--- src/rtl/aeskx_pkg.sv ---
package aeskx_pkg;

	// Number of round keys in the AES-128 schedule and the index of the final round key.
	localparam int unsigned NUM_ROUNDS = 11;
	localparam logic [3:0] LAST_ROUND = 4'(NUM_ROUNDS - 1);

	// Controller states.
	typedef enum logic {
		ST_IDLE,
		ST_EMIT
	} state_t;

	// Commands from the controller to the datapath.
	typedef struct packed {
		logic load;
		logic step;
	} cmd_t;

	// Status from the datapath to the controller.
	typedef struct packed {
		logic last;
	} status_t;

	// Standard AES forward S-box.
	localparam logic [7:0] SBOX [0:255] = '{
		8'h63, 8'h7c, 8'h77, 8'h7b, 8'hf2, 8'h6b, 8'h6f, 8'hc5,
		8'h30, 8'h01, 8'h67, 8'h2b, 8'hfe, 8'hd7, 8'hab, 8'h76,
		8'hca, 8'h82, 8'hc9, 8'h7d, 8'hfa, 8'h59, 8'h47, 8'hf0,
		8'had, 8'hd4, 8'ha2, 8'haf, 8'h9c, 8'ha4, 8'h72, 8'hc0,
		8'hb7, 8'hfd, 8'h93, 8'h26, 8'h36, 8'h3f, 8'hf7, 8'hcc,
		8'h34, 8'ha5, 8'he5, 8'hf1, 8'h71, 8'hd8, 8'h31, 8'h15,
		8'h04, 8'hc7, 8'h23, 8'hc3, 8'h18, 8'h96, 8'h05, 8'h9a,
		8'h07, 8'h12, 8'h80, 8'he2, 8'heb, 8'h27, 8'hb2, 8'h75,
		8'h09, 8'h83, 8'h2c, 8'h1a, 8'h1b, 8'h6e, 8'h5a, 8'ha0,
		8'h52, 8'h3b, 8'hd6, 8'hb3, 8'h29, 8'he3, 8'h2f, 8'h84,
		8'h53, 8'hd1, 8'h00, 8'hed, 8'h20, 8'hfc, 8'hb1, 8'h5b,
		8'h6a, 8'hcb, 8'hbe, 8'h39, 8'h4a, 8'h4c, 8'h58, 8'hcf,
		8'hd0, 8'hef, 8'haa, 8'hfb, 8'h43, 8'h4d, 8'h33, 8'h85,
		8'h45, 8'hf9, 8'h02, 8'h7f, 8'h50, 8'h3c, 8'h9f, 8'ha8,
		8'h51, 8'ha3, 8'h40, 8'h8f, 8'h92, 8'h9d, 8'h38, 8'hf5,
		8'hbc, 8'hb6, 8'hda, 8'h21, 8'h10, 8'hff, 8'hf3, 8'hd2,
		8'hcd, 8'h0c, 8'h13, 8'hec, 8'h5f, 8'h97, 8'h44, 8'h17,
		8'hc4, 8'ha7, 8'h7e, 8'h3d, 8'h64, 8'h5d, 8'h19, 8'h73,
		8'h60, 8'h81, 8'h4f, 8'hdc, 8'h22, 8'h2a, 8'h90, 8'h88,
		8'h46, 8'hee, 8'hb8, 8'h14, 8'hde, 8'h5e, 8'h0b, 8'hdb,
		8'he0, 8'h32, 8'h3a, 8'h0a, 8'h49, 8'h06, 8'h24, 8'h5c,
		8'hc2, 8'hd3, 8'hac, 8'h62, 8'h91, 8'h95, 8'he4, 8'h79,
		8'he7, 8'hc8, 8'h37, 8'h6d, 8'h8d, 8'hd5, 8'h4e, 8'ha9,
		8'h6c, 8'h56, 8'hf4, 8'hea, 8'h65, 8'h7a, 8'hae, 8'h08,
		8'hba, 8'h78, 8'h25, 8'h2e, 8'h1c, 8'ha6, 8'hb4, 8'hc6,
		8'he8, 8'hdd, 8'h74, 8'h1f, 8'h4b, 8'hbd, 8'h8b, 8'h8a,
		8'h70, 8'h3e, 8'hb5, 8'h66, 8'h48, 8'h03, 8'hf6, 8'h0e,
		8'h61, 8'h35, 8'h57, 8'hb9, 8'h86, 8'hc1, 8'h1d, 8'h9e,
		8'he1, 8'hf8, 8'h98, 8'h11, 8'h69, 8'hd9, 8'h8e, 8'h94,
		8'h9b, 8'h1e, 8'h87, 8'he9, 8'hce, 8'h55, 8'h28, 8'hdf,
		8'h8c, 8'ha1, 8'h89, 8'h0d, 8'hbf, 8'he6, 8'h42, 8'h68,
		8'h41, 8'h99, 8'h2d, 8'h0f, 8'hb0, 8'h54, 8'hbb, 8'h16
	};

	// Round constant used to go from round r to round r + 1.
	function automatic logic [7:0] rcon(input logic [3:0] r);
		logic [7:0] c;
		unique case (r)
			4'd0: c = 8'h01;
			4'd1: c = 8'h02;
			4'd2: c = 8'h04;
			4'd3: c = 8'h08;
			4'd4: c = 8'h10;
			4'd5: c = 8'h20;
			4'd6: c = 8'h40;
			4'd7: c = 8'h80;
			4'd8: c = 8'h1b;
			4'd9: c = 8'h36;
			default: c = 8'h00;
		endcase
		return c;
	endfunction

endpackage

--- src/rtl/aeskx_datapath.sv ---
module aeskx_datapath (
	input  logic                 clk,
	input  logic                 arst_n,
	input  aeskx_pkg::cmd_t      cmd,
	output aeskx_pkg::status_t   status,
	input  logic [63:0]          key_high,
	input  logic [63:0]          key_low,
	output logic [3:0]           round_index,
	output logic [127:0]         round_key
);

	logic [127:0] key_q;
	logic [3:0]   round_q;
	logic [31:0]  sub_w;
	logic [31:0]  t_w;
	logic [127:0] next_key;

	// SubWord on the last word, rotate by one byte, then add the round constant.
	always_comb begin
		sub_w = {aeskx_pkg::SBOX[key_q[127:120]], aeskx_pkg::SBOX[key_q[119:112]],
			aeskx_pkg::SBOX[key_q[111:104]], aeskx_pkg::SBOX[key_q[103:96]]};
		t_w = {sub_w[7:0], sub_w[31:8]} ^ {24'h000000, aeskx_pkg::rcon(round_q)};
		next_key[31:0]   = key_q[31:0] ^ t_w;
		next_key[63:32]  = key_q[63:32] ^ next_key[31:0];
		next_key[95:64]  = key_q[95:64] ^ next_key[63:32];
		next_key[127:96] = key_q[127:96] ^ next_key[95:64];
	end

	// Round key register; it also serves as the output register.
	always_ff @(posedge clk) begin
		if (cmd.load) begin
			key_q <= {key_high, key_low};
		end else if (cmd.step) begin
			key_q <= next_key;
		end
	end

	// Round counter.
	always_ff @(posedge clk or negedge arst_n) begin
		if (!arst_n) begin
			round_q <= '0;
		end else if (cmd.load) begin
			round_q <= '0;
		end else if (cmd.step) begin
			round_q <= 4'(round_q + 4'd1);
		end
	end

	assign status.last = (round_q == aeskx_pkg::LAST_ROUND);
	assign round_index = round_q;
	assign round_key   = key_q;

	// A new key always starts at round zero.
	a_load_round0: assert property (@(posedge clk) disable iff (!arst_n)
		cmd.load |=> (round_q == 4'd0))
		else $error("round counter not cleared on key load");

	// A step advances exactly one round.
	a_step_inc: assert property (@(posedge clk) disable iff (!arst_n)
		(cmd.step && !cmd.load) |=> (round_q == 4'($past(round_q) + 4'd1)))
		else $error("round counter did not advance by one");

	// The schedule never steps past the final round.
	a_no_step_last: assert property (@(posedge clk) disable iff (!arst_n)
		cmd.step |-> !status.last)
		else $error("step requested on the final round");

endmodule

--- src/rtl/aeskx_ctrl.sv ---
module aeskx_ctrl (
	input  logic                 clk,
	input  logic                 arst_n,
	input  logic                 in_valid,
	output logic                 in_stall,
	output logic                 out_valid,
	input  logic                 out_stall,
	input  aeskx_pkg::status_t   status,
	output aeskx_pkg::cmd_t      cmd
);

	aeskx_pkg::state_t state_q;
	aeskx_pkg::state_t state_d;
	logic              out_take;
	logic              in_take;

	// Handshake outputs and datapath commands.
	always_comb begin
		out_valid = (state_q == aeskx_pkg::ST_EMIT);
		out_take  = out_valid && !out_stall;
		// A new key may enter in the cycle the final round key is taken.
		in_stall  = !((state_q == aeskx_pkg::ST_IDLE) || (out_take && status.last));
		in_take   = in_valid && !in_stall;
		cmd.load  = in_take;
		cmd.step  = out_take && !status.last;
	end

	// Next-state logic.
	always_comb begin
		state_d = state_q;
		unique case (state_q)
			aeskx_pkg::ST_IDLE: begin
				if (in_take) begin
					state_d = aeskx_pkg::ST_EMIT;
				end
			end
			aeskx_pkg::ST_EMIT: begin
				if (out_take && status.last && !in_take) begin
					state_d = aeskx_pkg::ST_IDLE;
				end
			end
			default: state_d = aeskx_pkg::ST_IDLE;
		endcase
	end

	always_ff @(posedge clk or negedge arst_n) begin
		if (!arst_n) begin
			state_q <= aeskx_pkg::ST_IDLE;
		end else begin
			state_q <= state_d;
		end
	end

	// Accepting a key always leads to emitting round keys.
	a_load_emit: assert property (@(posedge clk) disable iff (!arst_n)
		cmd.load |=> (state_q == aeskx_pkg::ST_EMIT))
		else $error("key accepted but no round keys follow");

	// A pending result is held until it is taken.
	a_hold: assert property (@(posedge clk) disable iff (!arst_n)
		(out_valid && out_stall) |=> out_valid)
		else $error("result dropped while stalled");

	// Load and step never coincide.
	a_cmd_excl: assert property (@(posedge clk) disable iff (!arst_n)
		!(cmd.load && cmd.step))
		else $error("load and step issued together");

endmodule

--- src/rtl/aes128_key_expansion.sv ---
// AES-128 key expansion. Each accepted item is one cipher key (key_low holds
// bytes 0..7, key_high bytes 8..15, byte 0 in the low bits); the block then
// delivers the eleven round keys of the encryption schedule, round 0 (the key
// itself) first, with last set on round 10. One round key is computed per
// cycle, while the output is not stalled, by a single round unit (four S-box
// lookups, rotate, round constant and the word XOR chain) feeding a 128-bit
// round key register that doubles as the output register, so a new key can be
// accepted in the cycle its predecessor's final round key is taken.
module aes128_key_expansion (
	input  logic        clk,
	input  logic        arst_n,
	input  logic        in_valid,
	output logic        in_stall,
	input  logic [63:0] key_high,
	input  logic [63:0] key_low,
	output logic        out_valid,
	input  logic        out_stall,
	output logic [3:0]  round_index,
	output logic [63:0] round_key_high,
	output logic [63:0] round_key_low,
	output logic        last
);

	aeskx_pkg::cmd_t    cmd;
	aeskx_pkg::status_t status;
	logic [127:0]       round_key;

	aeskx_ctrl u_ctrl (
		.clk       (clk),
		.arst_n    (arst_n),
		.in_valid  (in_valid),
		.in_stall  (in_stall),
		.out_valid (out_valid),
		.out_stall (out_stall),
		.status    (status),
		.cmd       (cmd)
	);

	aeskx_datapath u_datapath (
		.clk         (clk),
		.arst_n      (arst_n),
		.cmd         (cmd),
		.status      (status),
		.key_high    (key_high),
		.key_low     (key_low),
		.round_index (round_index),
		.round_key   (round_key)
	);

	assign round_key_high = round_key[127:64];
	assign round_key_low  = round_key[63:0];
	assign last           = status.last;

endmodule

--- config.mk ---
export PLATFORM = sky130hd
export DESIGN_NAME = aes128_key_expansion
export DESIGN_NICKNAME = d
export VERILOG_FILES = /design/src/rtl/aeskx_pkg.sv /design/src/rtl/aeskx_datapath.sv /design/src/rtl/aeskx_ctrl.sv /design/src/rtl/aes128_key_expansion.sv
export SDC_FILE = /design/constraint.sdc
export NUM_CORES = 1
export LEC_CHECK = 0
export BUFFER_PORTS_ARGS = -buffer_cell sky130_fd_sc_hd__buf_4
export CAP_MARGIN = 20
export CORE_MARGIN = 4
export CORE_UTILIZATION = 35
export DETAILED_ROUTE_END_ITERATION = 8
export PLACE_DENSITY_LB_ADDON = 0.3
export SLEW_MARGIN = 20
export SYNTH_ARGS = -nofsm -noshare
export SYNTH_HDL_FRONTEND = slang
export SYNTH_SLANG_ARGS = --single-unit
--- constraint.sdc ---
create_clock -name clk -period 5.7 [get_ports clk]
set_clock_uncertainty 0.15 [all_clocks]
set_input_delay 0.855 -clock clk [delete_from_list [all_inputs] [get_ports clk]]
set_output_delay 0.855 -clock clk [all_outputs]
set_load 0.01 [all_outputs]
### Word-level counts from Yosys, hierarchy flattened

Memory sizes are Yosys's and may differ from the RTL's.
Index checks and enable logic that the tools add are counted.

* output and inout port bits: 135
* memory bits (read-only): 8320
* bits in registers: 133
* input bits: 132
* word-level logic and storage cells: 50
* memories kept: 5

Memory list
* (name not given): depth 256, bits a word 8, rd ports 1, clocked after memory_dff 0, wr ports 0, line aeskx_datapath.sv:21 `aeskx_pkg::SBOX[key_q[111:104]], aeskx_pkg::SBOX[key_q[103:96]]};`
* (name not given): depth 256, bits a word 8, rd ports 1, clocked after memory_dff 0, wr ports 0, line aeskx_datapath.sv:21
* (name not given): depth 256, bits a word 8, rd ports 1, clocked after memory_dff 0, wr ports 0, line aeskx_datapath.sv:20 `sub_w = {aeskx_pkg::SBOX[key_q[127:120]], aeskx_pkg::SBOX[key_q[119:112]],`
* (name not given): depth 256, bits a word 8, rd ports 1, clocked after memory_dff 0, wr ports 0, line aeskx_datapath.sv:20
* (name not given): depth 16, bits a word 8, rd ports 1, clocked after memory_dff 0, wr ports 0, line aeskx_pkg.sv:63 `unique case (r)`

* multiplexer cells: 15
* $add $sub $neg: 1
* $lt $le $gt $ge: 4
* equality and inequality tests: 1
* bitwise gates (word level): 10
* reductions and logical operators: 11

Operators with widths (count)
* 128-bit two-way mux: 2
* 32-bit bitwise XOR: 4
* 8-bit two-way mux: 8
* 9-bit greater-or-equal comparator (second input constant): 4
* 8-bit NOT with 9-bit output: 4
* 32-bit by 8-bit bitwise XOR with 32-bit output: 1
* 4-bit two-way mux: 2
* 1-bit logical AND: 5
* 4-bit by 1-bit adder with 4-bit output (second input constant): 1
* 4-bit == test (second input constant): 1
* 1-bit zero test: 4
* 1-bit two-way mux: 2
* 1-bit case mux with 2 select lines: 1
* 2-bit nonzero test: 1
* 1-bit logical OR: 1
* 1-bit NOT: 1

### Logic depth before layout (Yosys ltp)

* depth after elaboration: 11
* mapped depth: 15
* mapped depth without buffers: 11

### Hierarchy

Synthesis repeated with hierarchy kept, for this count alone.

* cells, all modules: 2743
* area total of the unflattened synthesis: 21669.5 um^2

Modules (own cells, without submodules)
* aeskx_datapath: cells an instance 2736, area an instance 21594.5 um^2, sequential area each 3943.8 um^2, times used 1
* aeskx_ctrl: cells an instance 7, area an instance 75.1 um^2, sequential area each 25.0 um^2, times used 1

### Worst setup path before layout

Ideal clock, no wire load.

* path type: register to register
* start: reg u_datapath.round_q[3] (netlist: u_datapath.round_index[3])
* end: reg u_datapath.key_q[0] (netlist: u_datapath.round_key[0]), enable pin
* setup time: 0.492 ns
* setup slack: 0.459 ns
* stages on the path, launching flop included: 9
* data arrival time: 4.599 ns
* data required time: 5.058 ns
* path buffers: 3
* path through: dfrtp_1 > clkbuf_1 > nor2b_1 > nand2_1 > o21ai_0 > nand2_1 > clkbuf_1 > clkbuf_1 > nand2_1

* word-level cells in the longest chain between the ends: 5
* elaborated cells between the ends (all ways): 7

RTL lines
* start: declaration: line aeskx_datapath.sv:13 `logic [3:0] round_q;`
* start signal: assignment: line aeskx_datapath.sv:45 `round_q <= 4'(round_q + 4'd1);`
* 4-bit == test *: line aeskx_datapath.sv:49 `assign status.last = (round_q == aeskx_pkg::LAST_ROUND);`
* 1-bit logical AND: line aeskx_ctrl.sv:22 `in_stall = !((state_q == aeskx_pkg::ST_IDLE) || (out_take && status.last));`
* 1-bit logical OR: line aeskx_ctrl.sv:22
* 1-bit logical AND: line aeskx_ctrl.sv:23 `in_take = in_valid && !in_stall;`
* 2-bit nonzero test (no line) *
* end signal: assignment: line aeskx_datapath.sv:32 `key_q <= {key_high, key_low};`
* end signal: assignment: line aeskx_datapath.sv:34 `key_q <= next_key;`
* end: declaration: line aeskx_datapath.sv:12 `logic [127:0] key_q;`

Mark *: on every way between the ends. The rest lies on a longest branch, timed or not.
A chain may end at the register's enable or synchronous reset.

### Final worst setup path

* start: reg u_datapath.key_q[121] (netlist: u_datapath.round_key[121])
* end: reg u_datapath.key_q[113] (netlist: u_datapath.round_key[113]) (data pin)

* word-level cells in the longest chain between the ends: 11

RTL lines
* 8-bit NOT with 9-bit output (implied by the code): line aeskx_datapath.sv:20
* memory read 256 x 8 bit
* 8-bit two-way mux (implied by the code) (2 in series): line aeskx_datapath.sv:20
* 32-bit by 8-bit bitwise XOR with 32-bit output: line aeskx_datapath.sv:22 `t_w = {sub_w[7:0], sub_w[31:8]} ^ {24'h000000, aeskx_pkg::rcon(round_q)};`
* 32-bit bitwise XOR: line aeskx_datapath.sv:23 `next_key[31:0] = key_q[31:0] ^ t_w;`
* 32-bit bitwise XOR: line aeskx_datapath.sv:24 `next_key[63:32] = key_q[63:32] ^ next_key[31:0];`
* 32-bit bitwise XOR: line aeskx_datapath.sv:25 `next_key[95:64] = key_q[95:64] ^ next_key[63:32];`
* 32-bit bitwise XOR: line aeskx_datapath.sv:26 `next_key[127:96] = key_q[127:96] ^ next_key[95:64];`
* 128-bit two-way mux: line aeskx_datapath.sv:33 `end else if (cmd.step) begin`
* 128-bit two-way mux: line aeskx_datapath.sv:31 `if (cmd.load) begin`

Every way passes these cells. The select of a mux whose other input is x is not followed.

==> impl_results.md <==
* Path class of the lowest-slack min-delay path: in -> reg
* Final estimated routing congestion in global placement at 1.06
* Slew Limit Headroom at 0.294
* Synth Flop Type: sky130_fd_sc_hd__edfxtp_1
* Number of levels in the clock H-tree at 4
* Fraction of layout instances using a drive strength above 1 at 0.176
* Pre-antenna DRT Iters at 7
* Classification of the worst setup path: reg -> reg
* Synth Area per Inst at 7.64 sq um
* Library cells used by synthesis at 96
* Number of nets in the finished design at 3101
* Required time at the endpoint of the critical path at 5.79 ns
* Final clock period utilization by the worst path at 0.851
* Clock tree from TritonCTS: done
* Peak clock frequency supported by timing at 0.206 GHz
* Placeable Area at 60700 sq um
* Overflow left after global routing at 0
* Post-synthesis instance area at 21600 sq um
* Inserted Clock Buffers at 17
* Filler cells at 6272
* Wirelength, routed at 114 mm
* Num rows at 90
* Synthesized flop and latch total at 133
* Post-CTS setup buffers at 0
* Net Count, Synth at 3022
* Ports placed on the boundary at 267
* Clk_lat worst skew at 0.48 ns
* Maximum buffer depth of the clock tree at 2
* Count of pins over their slew limit at 0
* Quantity of I/O buffers inserted on ports at 266
* Quantity of hold-fixing buffers added after cts at 1
* CTS clk-pin slew, worst paths at 0.08 ns
* Overall global routing resource usage at 0.328
* Initial standard-cell utilization of the core at 0.356
* Worst slew pin tran at 1.06 ns
* Sequential cell area at 3970 sq um
* Number of violations of the max-capacitance limit at 0
* Global-route wire length before repair at 166 mm
* Status: completed
* Die Area at 65700 sq um
* Syn-to-layout area delta at 14.6%
* Final setup violation count at 0
* Drt first-iter violations at 3793
* Worst Setup End Kind: flip-flop
* Crit path max fanout at 26
* Post-DP HPWL at 82.5 mm
* Placed insts at 3667
* Horizontal die dimension at 256 um
* Total Neg Setup Slack at 0 ns
* Vias at 25300
* Antenna violations before repair at 7
* Launching element type of the critical path: flip-flop
* Pin count of the biggest net entering global routing at 128
* Final non-filler cell total at 3702
* Detailed-route DRC error count at 0
* Resized cells post-CTS at 0
* Average wire length per cell after detail routing at 30.7 um
* Via-to-Cell Ratio at 6.85
* Total area of multi-input combinational cells at 16100 sq um
* Arrival time reported for the critical path endpoint at 4.94 ns
* Async set or reset register ratio after synthesis at 0.0376
* Unrepaired setup endpoints after global routing: no
* Root buffer selected by CTS: sky130_fd_sc_hd__clkbuf_16
* Final count of hold timing violations at 0
* Remaining number of nets flagged by the antenna check after routing at 0
* Clock period minus worst slack at 4.85 ns
* Die Height at 256 um
* Number of synthesized flops with an enable pin at 128
* Share of the yosys chip area belonging to registers at 0.184
* CTS sink count at 133
* Vias in the first global route at 23700
* Yosys warns at 0
* Post-synthesis instance total at 2826
## cell type report
cell class,instances,area share
clock inverters,15,0.00647
diodes,2,0.000202
clock buffers,17,0.0172
inverters,48,0.00728
well taps,782,0.0395
flip-flops and latches,133,0.160
repair buffers,375,0.119
multi-input cells,2330,0.650
## worst max-delay path: stages (launching register included)
cell and delay [ns]:
sky130_fd_sc_hd__edfxtp_1 0.52, sky130_fd_sc_hd__buf_4 0.37, sky130_fd_sc_hd__ha_1 0.63, sky130_fd_sc_hd__nor2b_1 0.63, sky130_fd_sc_hd__o311ai_1 0.18, sky130_fd_sc_hd__o31a_1 0.15
sky130_fd_sc_hd__o311ai_1 0.38, sky130_fd_sc_hd__mux2_1 0.36, sky130_fd_sc_hd__nor3_1 0.38, sky130_fd_sc_hd__xor2_1 0.33, sky130_fd_sc_hd__xnor3_1 0.26, sky130_fd_sc_hd__mux2_2 0.26
## synth_stat cells (all sizes together) (26+ instances only)
master    n  area, sq um
xor2     53          464
xnor2    90          826
mux2     26          297
nand2   229          860
edfxtp  128         3840
a21oi   222         1110
a311oi   39          342
and2     36          225
o31ai    30          225
nor3     93          465
ha       63          788
mux4     37          833
nand3    64          320
o311ai   47          419
a211oi   56          425
mux2i    35          363
clkbuf  166          623
o211ai   55          413
nor2    221          832
nor2b    96          601
o21ai   192          961
nand2b  110          688
inv      41          154
a31oi    57          357
or2      30          188
buf     149          747
## registers in the layout, summed over array words and instances, names as in the netlist
name and count:
u_ctrl.out_valid 1, u_datapath.round_index 4, u_datapath.round_key 128
## metrics by stage
step           hold slack, ns  setup slack (ns)  cell area (sq um)   util
2_1_floorplan           0.409             0.459              21600      -
3_3_place_gp            0.500             0.958              24100  0.398
3_5_place_dp            0.492             0.965              24100  0.398
4_1_cts                 0.427             0.939              24700  0.408
5_1_grt                 0.459             0.621              24700  0.408
6_report                0.460             0.848              24800  0.408
## routing by layer
layer / part of all wire / GRT usage / routed length (um) / up-vias
met4: 0.050 / 0.134 / 5640 / 10
li1: - / - / - / 10900
met2: 0.42 / 0.487 / 48100 / 1836
met5: 0.00071 / 0 / 81 / -
met3: 0.11 / 0.0779 / 12600 / 364
met1: 0.41 / 0.458 / 47100 / 12200
## final timing paths
kind,startpoint,end,slack [ns],cells after the start
setup / recovery,u_datapath.round_key[121]$_DFFE_PP_,u_datapath.round_key[113]$_DFFE_PP_,0.85,11
hold / removal,in_valid,u_ctrl.out_valid$_DFF_PN0_,0.46,2
setup reg to reg,u_datapath.round_key[121]$_DFFE_PP_,u_datapath.round_key[113]$_DFFE_PP_,0.85,11
hold reg to reg,u_datapath.round_index[1]$_DFFE_PN0P_,u_datapath.round_index[1]$_DFFE_PN0P_,0.52,2
max in group asynchronous,arst_n,u_ctrl.out_valid$_DFF_PN0_,4.72,2
min in group asynchronous,arst_n,u_datapath.round_index[0]$_DFFE_PN0P_,0.56,2
## cells in the final DEF, fill, tap and decap left out, types with 34 or more instances in the layout
master and n:
sky130_fd_sc_hd__edfxtp_1 128, sky130_fd_sc_hd__o211ai_1 55, sky130_fd_sc_hd__buf_4 364, sky130_fd_sc_hd__nor2b_1 96, sky130_fd_sc_hd__ha_1 63, sky130_fd_sc_hd__a211oi_1 55, sky130_fd_sc_hd__mux2i_1 34, sky130_fd_sc_hd__nand3_1 64
sky130_fd_sc_hd__mux4_2 37, sky130_fd_sc_hd__nor2_1 220, sky130_fd_sc_hd__o21ai_1 34, sky130_fd_sc_hd__o21ai_0 158, sky130_fd_sc_hd__xnor2_1 85, sky130_fd_sc_hd__nand2b_1 110, sky130_fd_sc_hd__nor3_1 93, sky130_fd_sc_hd__a311oi_1 39
sky130_fd_sc_hd__a31oi_1 57, sky130_fd_sc_hd__xor2_1 53, sky130_fd_sc_hd__a21oi_1 222, sky130_fd_sc_hd__nand2_1 227
## cell families (layout without fill, tap and decap cells)
kind of cell | Yosys count | in the layout | synth area share
simple gates | 1007 | 1007 | 0.236
compound gates | 993 | 993 | 0.315
buf+inv | 363 | 455 | 0.0718
xor+xnor | 168 | 168 | 0.0862
flops | 133 | 133 | 0.184
mux | 98 | 98 | 0.0691
fa+ha+maj | 64 | 64 | 0.0374
other cells | 0 | 2 | 0
Power is left out: the tool's default activity adds up to more than one toggle a clock period on the data nets, which glitch-free logic cannot reach.
